File: config.mk
export PLATFORM = sky130hd
export DESIGN_NAME = tmqe_slot_cell
export DESIGN_NICKNAME = d
export VERILOG_FILES = /design/src/design/tmqe_pkg.sv /design/src/design/tmqe_slot_cell.sv
export SDC_FILE = /design/constraint.sdc
export NUM_CORES = 2
export LEC_CHECK = 0
export BUFFER_PORTS_ARGS = -buffer_cell sky130_fd_sc_hd__clkbuf_2
export CORE_AREA = 3 3 322 324
export DETAILED_ROUTE_END_ITERATION = 12
export DIE_AREA = 0 0 325 327
export MAX_ROUTING_LAYER = met4
export PLACE_DENSITY = 0.91
export SLEW_MARGIN = 20
export SYNTH_ARGS = -nofsm -noshare
export SYNTH_HDL_FRONTEND = slang
export SYNTH_SLANG_ARGS = --single-unit
File: constraint.sdc
create_clock -name clk -period 14.5 [get_ports clk]
set_clock_uncertainty 0.15 [all_clocks]
set_input_delay 1.45 -clock clk [delete_from_list [all_inputs] [get_ports clk]]
set_output_delay 1.45 -clock clk [all_outputs]
set_load 0.02 [all_outputs]
File: src/design/tmqe_pkg.sv
// Package for the typed message queue engine: sizes, status and opcode
// constants, and the structs passed between the top level and its cells.
// No dependencies.
package tmqe_pkg;

  localparam int QUEUE_COUNT      = 16;
  localparam int SLOTS_PER_QUEUE  = 16;
  localparam int ATTACH_PER_QUEUE = 8;
  localparam int MAX_MSG_BYTES    = 128;

  localparam int QIW   = (QUEUE_COUNT > 1) ? $clog2(QUEUE_COUNT) : 1;
  localparam int SIW   = (SLOTS_PER_QUEUE > 1) ? $clog2(SLOTS_PER_QUEUE) : 1;
  localparam int AIW   = (ATTACH_PER_QUEUE > 1) ? $clog2(ATTACH_PER_QUEUE) : 1;
  localparam int CNT_W = $clog2(SLOTS_PER_QUEUE + 1);
  localparam int UC_W  = $clog2(ATTACH_PER_QUEUE + 1);

  localparam logic [2:0] ST_OK           = 3'd0;
  localparam logic [2:0] ST_BAD_QUEUE    = 3'd1;
  localparam logic [2:0] ST_ATTACH_STATE = 3'd2;
  localparam logic [2:0] ST_CREATE_RULE  = 3'd3;
  localparam logic [2:0] ST_WOULD_BLOCK  = 3'd4;
  localparam logic [2:0] ST_REFUSED      = 3'd5;
  localparam logic [2:0] ST_TABLE_FULL   = 3'd6;

  localparam logic [1:0] OP_ATTACH  = 2'd0;
  localparam logic [1:0] OP_DETACH  = 2'd1;
  localparam logic [1:0] OP_SEND    = 2'd2;
  localparam logic [1:0] OP_RECEIVE = 2'd3;

  localparam logic REG_MAX_BYTES = 1'b0;
  localparam logic REG_MAX_MSGS  = 1'b1;

  localparam logic [11:0] MAX_BYTES_RST = 12'd2048;
  localparam logic [4:0]  MAX_MSGS_RST  = 5'd16;

  typedef struct packed {
    logic [30:0] mtype;
    logic [7:0]  size;
    logic [63:0] body;
  } slot_data_t;

  typedef struct packed {
    logic wr_new;
    logic wr_shift;
  } slot_ctrl_t;

  typedef struct packed {
    logic set;
    logic clr;
  } att_ctrl_t;

  typedef struct packed {
    logic eq;
    logic free;
  } att_stat_t;

endpackage

File: src/design/tmqe_slot_cell.sv
// One slot position of every queue: holds that position's message for each
// queue, takes a new message on a send, matches it against the receive selector
// and takes its neighbor's message when a removal closes the gap. Depends on tmqe_pkg.
module tmqe_slot_cell (
  input  logic                    clk,
  input  logic [tmqe_pkg::QIW-1:0] qidx,
  input  tmqe_pkg::slot_ctrl_t    ctrl,
  input  tmqe_pkg::slot_data_t    new_data,
  input  tmqe_pkg::slot_data_t    nbr_data,
  input  logic [31:0]             sel,
  output tmqe_pkg::slot_data_t    cur,
  output logic                    match
);
  import tmqe_pkg::*;

  slot_data_t  store [QUEUE_COUNT];
  logic [31:0] mag;
  logic [31:0] t32;

  always_ff @(posedge clk) begin
    if (ctrl.wr_new) begin
      store[qidx] <= new_data;
    end else if (ctrl.wr_shift) begin
      store[qidx] <= nbr_data;
    end
  end

  assign cur   = store[qidx];
  assign mag   = ~sel + 32'd1;
  assign t32   = {1'b0, cur.mtype};
  assign match = (sel == 32'd0) || (!sel[31] && (t32 == sel)) || (sel[31] && (t32 <= mag));

endmodule

==> reports/results.txt <==
Max FO, Critical Path = 95
fillers = 5355
Rel. slew slack = 24.6%
setup TNS = 0 ns
post-synthesis area per instance = 22.9 sq um
Vias/cell = 7.11
largest net degree at the start of global routing = 170
Post-synth top flop = edfxtp_1
Max clock buf depth = 3
Post-synth EDFFs = 1648
Slew Viols, Final = 0
Max IR drop VDD = 0.130 mV
fin crit share = 57.5%
post-CTS sizing = 0
register area share after synthesis = 75.6%
router iterations before antenna repair = 9
post-synthesis cell type count = 54
Synth Cell Area = 65500 sq um
vias = 33900
Overall Global Routing Usage = 34.0%
Syn. warnings = 0
min cycle time layout = 8.34 ns
Slew @ Worst Pin = 1.13 ns
initial core utilization = 64.5%
# Post-CTS Setup Buffers = 0
Setup CP Type = primary input to output port
CTS tree = built
initial antenna violation count = 3
Cell Area, Placed = 68800 sq um
CTS root buffer = clkbuf_16
PwrDens = 139 nW/um^2
Ports = 349
Critical Path AT = 6.74 ns
Wirelength per Cell = 36.1 um
Area Overhead vs Synth = 12.7%
Net Count, Synth = 3140
initial DRC count = 4825
Post-synth ARST share = 0%
GPL Wtd Cong = 0.985
max reg flops = 1648
area leader, netlist = edfxtp_1
chip width = 325 um
Net count, final = 3550
RSZ-0062 raised after global routing = false
Max Cap Viol = 0
grt total ovfl = 0
die area = 106000 sq um
Sink Count = 1648
Critical Path RT = 12.90 ns
P_leak = 24.1 nW
Syn Inst Count = 2863
critical path launch point type = primary input
Hold WC Path Type = primary input to flip-flop
biggest regs = store: 1648 flops
post-synth top area share = 75.6%
Setup-failing EPs final = 0
Routed WL = 172000 um
clock-pin slew on the worst setup and hold paths = 0.06 ns
Worst Setup End Kind = output port
Core Region = 101000 sq um
first-pass GRT wire length = 249000 um
post-route cell area = 73800 sq um
Routed Antenna Nets = 0
Yosys reg bits = 1648
drt drc = 0
cts bufs inserted = 157
floorplan row count = 117
Final HPWL DP = 84500 um
hold path depth = 2
Tot Pwr = 0.0103 W
max frequency = 0.120 GHz
vias in the first global route = 35200
status = finished clean
htree depth = 4
Worst Hold Path EP = store[0][18]$_DFFE_PP_
port buffer count = 348
Biggest register = store
Die Ht = 327 um
layout cells sized above 1 = 35.6%
post-cts hold buffer count = 0
Worst Min Path Start = new_data[18]
final hold slack = 1.07 ns
Final Hold Fails = 0
top cells by area, synth = edfxtp_1, mux4_2, mux2_2, mux2i_1, ha_1
==> worst max path at each step <==
stage,from,to,depth (start not counted)
2_1_floorplan,qidx[1],store[11][0]$_DFFE_PP_,9
3_3_place_gp,qidx[1],match,15
3_5_place_dp,qidx[1],match,14
4_1_cts,qidx[1],match,15
5_1_grt,qidx[1],match,15
6_report,qidx[1],match,15
==> logic make-up (layout without fill, tap and decap cells) <==
family	count (synthesis)	count (layout)	synth area share, %
AOI/OAI and AO/OA	123	123	1.20
xor gates and xnor gates	52	52	0.696
adders and majority gates	32	32	0.611
buffers and inverters	165	702	1.17
DFF	1648	1648	75.6
muxes	652	652	19.3
other	0	3	0
and+or+nand+nor	191	191	1.45
==> cell usage after synthesis (all sizes together), types with 7 or more instances <==
cell and number:
edfxtp 1648, mux4 478, mux2 106, buf 81
mux2i 68, clkbuf 66, nor2 47, nand2 44
ha 32, o21ai 30, xnor2 27, a21oi 25
xor2 25, nor3 21, inv 18, nand4 16
nand3 14, a22oi 13, o22ai 13, a21o 12
nand2b 8, or4 7
==> layout by cell type, fill, tap and decap left out, drive strengths merged, types with 30 or more instances in the layout <==
master	netlist	final
mux4	478	478
mux2i	68	68
nand2	44	44
clkinv	0	65
edfxtp	1648	1648
mux2	106	106
o21ai	30	30
nor2	47	47
ha	32	32
buf	81	54
clkbuf	66	544
==> report_power, final <==
group,switching [W],total (W),internal (W)
combinational,0.000497,0.000801,0.000304
clock,0.00175,0.00400,0.00224
sequential,0.0000503,0.00548,0.00543
==> worst max-delay path: stages <==
cell and delay (ns):
buf_8 0.63, buf_4 0.89, buf_4 0.73, mux4_2 0.60, mux2i_1 0.37, mux2i_1 0.21
ha_1 0.35, o21a_1 0.11, o21ai_0 0.16, a21oi_1 0.09, o31a_1 0.27, o21ai_0 0.20
a21oi_1 0.10, o21ai_1 0.19, clkbuf_2 0.20
==> final cells by class <==
| class | count | area [sq um] | area share, % |
|---|---|---|---|
| Clock buffer | 200 | 4200 | 5.69 |
| Antenna cell | 3 | 7.51 | 0.0102 |
| Inverter | 18 | 75.1 | 0.102 |
| Tap cell | 1368 | 1710 | 2.32 |
| Timing Repair Buffer | 398 | 2260 | 3.06 |
| Multi-Input combinational cell | 1050 | 15400 | 20.8 |
| Sequential cell | 1648 | 49500 | 67.1 |
| Clock inverter | 86 | 708 | 0.960 |
==> through the flow <==
stage | utilization, % | worst slack, ns | instances
final | 72.7 | 6.16 | 4771
after global routing | 72.7 | 5.94 | 4770
after CTS | 72.7 | 6.26 | 4766
after detailed placement | 67.9 | 6.36 | 4480
after global placement | 67.9 | 6.37 | 4480
after floorplan | - | 6.17 | 2863
==> routing by layer <==
metal / global-route usage (%) / share of wire [%]
met5: - / 0
met4: 11.7 / 3.3
met3: 6.87 / 11
met2: 55.1 / 52
met1: 43.9 / 34
(Power assumes the default switching activity.)
