**src/design/tmqe_pkg.sv**
```systemverilog
// Package for the typed message queue engine: sizes, status and opcode
// constants, and the structs passed between the top level and its cells.
// No dependencies.
package tmqe_pkg;

  localparam int QUEUE_COUNT      = 16;
  localparam int SLOTS_PER_QUEUE  = 16;
  localparam int ATTACH_PER_QUEUE = 8;
  localparam int MAX_MSG_BYTES    = 128;

  localparam int QIW   = (QUEUE_COUNT > 1) ? $clog2(QUEUE_COUNT) : 1;
  localparam int SIW   = (SLOTS_PER_QUEUE > 1) ? $clog2(SLOTS_PER_QUEUE) : 1;
  localparam int AIW   = (ATTACH_PER_QUEUE > 1) ? $clog2(ATTACH_PER_QUEUE) : 1;
  localparam int CNT_W = $clog2(SLOTS_PER_QUEUE + 1);
  localparam int UC_W  = $clog2(ATTACH_PER_QUEUE + 1);

  localparam logic [2:0] ST_OK           = 3'd0;
  localparam logic [2:0] ST_BAD_QUEUE    = 3'd1;
  localparam logic [2:0] ST_ATTACH_STATE = 3'd2;
  localparam logic [2:0] ST_CREATE_RULE  = 3'd3;
  localparam logic [2:0] ST_WOULD_BLOCK  = 3'd4;
  localparam logic [2:0] ST_REFUSED      = 3'd5;
  localparam logic [2:0] ST_TABLE_FULL   = 3'd6;

  localparam logic [1:0] OP_ATTACH  = 2'd0;
  localparam logic [1:0] OP_DETACH  = 2'd1;
  localparam logic [1:0] OP_SEND    = 2'd2;
  localparam logic [1:0] OP_RECEIVE = 2'd3;

  localparam logic REG_MAX_BYTES = 1'b0;
  localparam logic REG_MAX_MSGS  = 1'b1;

  localparam logic [11:0] MAX_BYTES_RST = 12'd2048;
  localparam logic [4:0]  MAX_MSGS_RST  = 5'd16;

  typedef struct packed {
    logic [30:0] mtype;
    logic [7:0]  size;
    logic [63:0] body;
  } slot_data_t;

  typedef struct packed {
    logic wr_new;
    logic wr_shift;
  } slot_ctrl_t;

  typedef struct packed {
    logic set;
    logic clr;
  } att_ctrl_t;

  typedef struct packed {
    logic eq;
    logic free;
  } att_stat_t;

endpackage

```
**src/design/tmqe_att_cell.sv**
```systemverilog
// One attach entry position of every queue: valid bit and requester id per
// queue, with match and free flags for the addressed queue.
// Depends on tmqe_pkg.
module tmqe_att_cell (
  input  logic                    clk,
  input  logic                    rst,
  input  logic [tmqe_pkg::QIW-1:0] qidx,
  input  logic [15:0]             rid,
  input  tmqe_pkg::att_ctrl_t     ctrl,
  output tmqe_pkg::att_stat_t     stat
);
  import tmqe_pkg::*;

  logic        valid [QUEUE_COUNT];
  logic [15:0] id    [QUEUE_COUNT];

  always_ff @(posedge clk) begin
    if (rst) begin
      for (int i = 0; i < QUEUE_COUNT; i++) begin
        valid[i] <= 1'b0;
      end
    end else if (ctrl.set) begin
      valid[qidx] <= 1'b1;
    end else if (ctrl.clr) begin
      valid[qidx] <= 1'b0;
    end
  end

  always_ff @(posedge clk) begin
    if (ctrl.set) begin
      id[qidx] <= rid;
    end
  end

  assign stat.eq   = valid[qidx] && (id[qidx] == rid);
  assign stat.free = !valid[qidx];

endmodule

```
**config.mk**
```make
export PLATFORM = sky130hd
export DESIGN_NAME = tmqe_att_cell
export DESIGN_NICKNAME = d
export VERILOG_FILES = /design/src/design/tmqe_pkg.sv /design/src/design/tmqe_att_cell.sv
export SDC_FILE = /design/constraint.sdc
export NUM_CORES = 1
export LEC_CHECK = 0
export BUFFER_PORTS_ARGS = -buffer_cell sky130_fd_sc_hd__buf_2
export CORE_ASPECT_RATIO = 0.8
export CORE_MARGIN = 1.5
export CORE_UTILIZATION = 53
export DETAILED_ROUTE_END_ITERATION = 12
export PLACE_DENSITY = 0.72
export SYNTH_ARGS = -nofsm -noshare
export SYNTH_HDL_FRONTEND = slang
export SYNTH_SLANG_ARGS = --single-unit
```
**constraint.sdc**
```tcl
create_clock -name clk -period 2.6 [get_ports clk]
set_clock_uncertainty 0.1 [all_clocks]
set_input_delay 0.13 -clock clk [delete_from_list [all_inputs] [get_ports clk]]
set_output_delay 0.13 -clock clk [all_outputs]
set_load 0.005 [all_outputs]
```
==> results.json <==
{
  "swShare_pct": 21.6,
  "startpoint_type": "register",
  "arrival_ps": 2880,
  "crit_fanout": 1,
  "worstMarginPinSlew_ps": 564,
  "synth_area_per_cell_um2": 19.6,
  "cts.clk_slew.worst_paths_ps": 70,
  "finalHoldViolations": 0,
  "utilization_pct": 63.5,
  "wire_per_inst_um": 26.1,
  "syn_area_um2": 11200,
  "drive_gt1_share_pct": 33.4,
  "clkPwrFrac_pct": 38.4,
  "grt_busiest_layer": "met2",
  "p_leak_uw": 0.00444,
  "grt_max_degree": 29,
  "routed_wl_mm": 25.4,
  "dieHeight_um": 133,
  "cpMostUsedCell": "mux4_2",
  "ys_warn_count": 0,
  "finalWorstSetupSlack_ps": -508,
  "antenna_left": 0,
  "vias": 6001,
  "use_met1_pct": 34.7,
  "critPathBufInv": 2,
  "track_usage_pct": 24.1,
  "syn_to_final_growth_pct": 17.7,
  "path_depth": 7,
  "cts-htree-levels": 1,
  "dpl_worst_slack_ps": -136,
  "period_minus_slack_ps": 3110,
  "vdd_ir_drop_max_uv": 620,
  "synth_ff_type": "edfxtp_1",
  "clockRootBuffer": "clkbuf_16",
  "numCtsBuffers": 25,
  "status": "finished, violations left",
  "whs_path_depth": 2,
  "met3_usage_pct": 5.42,
  "use_met2_pct": 37.4,
  "clock_path_buffers": 3,
  "power_density_nw_per_um2": 701,
  "clock_sinks": 272,
  "grt_pass1_vias": 6154,
  "fin_cells": 973,
  "final_nets": 709,
  "cp.required_ps": 2370,
  "critical_path.top_delay_family": "multiplexers",
  "via_per_inst": 6.17,
  "p_total_uw": 9210,
  "dp_cells": 912,
  "rsz0062_at_grt": "yes",
  "portBuffers": 25,
  "synth_edf_count": 272,
  "cts_tree": "yes",
  "drt_iter0_drc": 863,
  "p_int_uw": 7220,
  "post_cts_buffers": 0,
  "initial_core_util_pct": 53.9,
  "max_freq_mhz": 322,
  "power_switching_uw": 1990,
  "crit_slowest_cell": "mux4_2",
  "pwr-share-comb_pct": 7.9,
  "placementRows": 47,
  "synthArstFlopShare_pct": 0,
  "drv_slew": 0,
  "drt_first_pass_iters": 7,
  "ys_seq_elements": 272,
  "dieArea_um2": 22000,
  "routabilityCongestion": 0.888,
  "io_pins": 26,
  "slowest_delay_ps": 550,
  "route.detailed.drc": 0,
  "setup_viol": 1,
  "endpoint_kind": "primary output",
  "synth_nets": 595,
  "synth_cells": 571,
  "gr-total-overflow": 0,
  "fin_crit_sh_pct": 120,
  "slew_headroom_pct": 62.3,
  "antenna_found_initial": 1,
  "core_area_um2": 20700,
  "die_w_um": 165,
  "ys_types": 50,
  "seq_area_frac_synth_pct": 73.2,
  "grt_pass1_wl_mm": 38.0,
  "p_seq_share_pct": 53.8,
  "hp-class": "primary input to register",
  "drv_cap": 0,
  "dp_hpwl_mm": 16.6,
  "violations": "negative setup slack",
  "critical_path_class": "register to primary output",
  "crit_chain": "mux4_2 -> mux4_2 -> xnor2_4 -> nand4_1 -> nor4_4 -> buf_4 -> buf_6"
}
-- worst paths after layout --
| path | from | endpoint |
|---|---|---|
| worst max-delay path | id[15][8]$_DFFE_PP_ | stat[1] |
| worst min-delay path | rst | valid[12]$_SDFFCE_PN0P_ |
-- stage by stage --
step                      setup TNS (ps)  area (um2)  hold WS, ps
after floorplan                        0       11200          129
after global routing                -591       13100         45.5
after CTS                           -477       13100         4.58
final                               -508       13100         33.7
after detailed placement            -136       12100          426
after global placement              -146       12100          420
-- final cells by class --
cell class                 count  area, um2
antenna                        1       2.50
clock buffer                  29        641
clock inverter                16        143
fill                        1436       7560
inverter                       6       22.5
multi-input combinational    260       2860
sequential                   272       8170
tap                          269        337
timing repair buffer         120        962
-- per-layer routing --
metal	up-vias	wire length, um
met5	-	0
met4	0	676
met3	50	2470
met2	305	11800
met1	3087	10400
li1	2559	-
-- cells in the mapped netlist (3+ instances only) --
master	instances	area [um2]
a21o_1	12	90.1
a21oi_1	3	15.0
a221oi_1	4	35.0
a22oi_1	4	30.0
a31oi_1	4	25.0
buf_2	9	45.0
buf_4	4	30.0
buf_6	6	67.6
clkbuf_1	9	33.8
edfxtp_1	272	8170
inv_1	5	18.8
mux2i_1	33	330
mux4_1	3	78.8
mux4_2	59	1330
nand2_1	20	75.1
nand3_1	5	25.0
nor2_1	45	169
nor2b_1	6	37.5
o211ai_1	3	22.5
o21ai_0	5	25.0
o21bai_1	4	30.0
o22ai_1	3	18.8
xnor2_1	11	96.3
xor2_1	6	52.6
-- power groups by stage --
stage | registers, uW | logic (uW) | clock network [uW]
2_1_floorplan | 5030 | 396 | 0
3_3_place_gp | 5040 | 654 | 0
3_5_place_dp | 5040 | 670 | 0
4_1_cts | 4950 | 708 | 3580
5_1_grt | 4950 | 769 | 3750
6_report | 4950 | 723 | 3530
-- kinds of logic after synthesis --
| group | Yosys count | share of synthesized area (%) |
|---|---|---|
| compound gates | 58 | 3.97 |
| mux | 95 | 15.6 |
| buf+inv | 39 | 2.34 |
| xor+xnor | 17 | 1.33 |
| flops | 272 | 73.2 |
| simple gates | 90 | 3.63 |
-- cells in the final DEF (no fill, tap or decap), types with 2 or more instances in the layout --
| master | instances |
|---|---|
| nand2_1 | 20 |
| dlygate4sd3_1 | 15 |
| a21oi_1 | 3 |
| mux4_1 | 2 |
| mux4_2 | 60 |
| clkbuf_16 | 25 |
| a221oi_1 | 3 |
| clkinv_2 | 4 |
| a31oi_1 | 4 |
| a21o_1 | 12 |
| nor2b_1 | 6 |
| o211ai_1 | 3 |
| bufinv_16 | 2 |
| nand2b_1 | 2 |
| mux2i_1 | 30 |
| o22ai_1 | 3 |
| clkinvlp_4 | 4 |
| edfxtp_1 | 272 |
| xor2_1 | 6 |
| and2_1 | 2 |
| clkbuf_1 | 4 |
| xnor2_1 | 10 |
| mux2i_4 | 2 |
| o21ai_1 | 3 |
| a22o_1 | 2 |
| buf_12 | 6 |
| inv_1 | 5 |
| a22oi_1 | 4 |
| clkinv_1 | 4 |
| a221oi_2 | 3 |
| o221ai_1 | 2 |
| o21ai_0 | 3 |
| nor3b_1 | 2 |
| buf_4 | 76 |
| o21bai_1 | 4 |
| nor2_2 | 17 |
| buf_2 | 22 |
| nand3_1 | 5 |
| nor2_1 | 27 |
-- registers in the layout, indices dropped and copies added, names as in the netlist --
name   cells
id       256
valid     16
-- repair_timing --
action                     in CTS  in global routing
resized for setup              11                  9
pin swaps                       0                  4
hold endpoints to repair      240                  0
setup endpoints to repair       1                  2
hold buffers                   15                  0
Note: power is estimated with default switching activity, not from simulation.
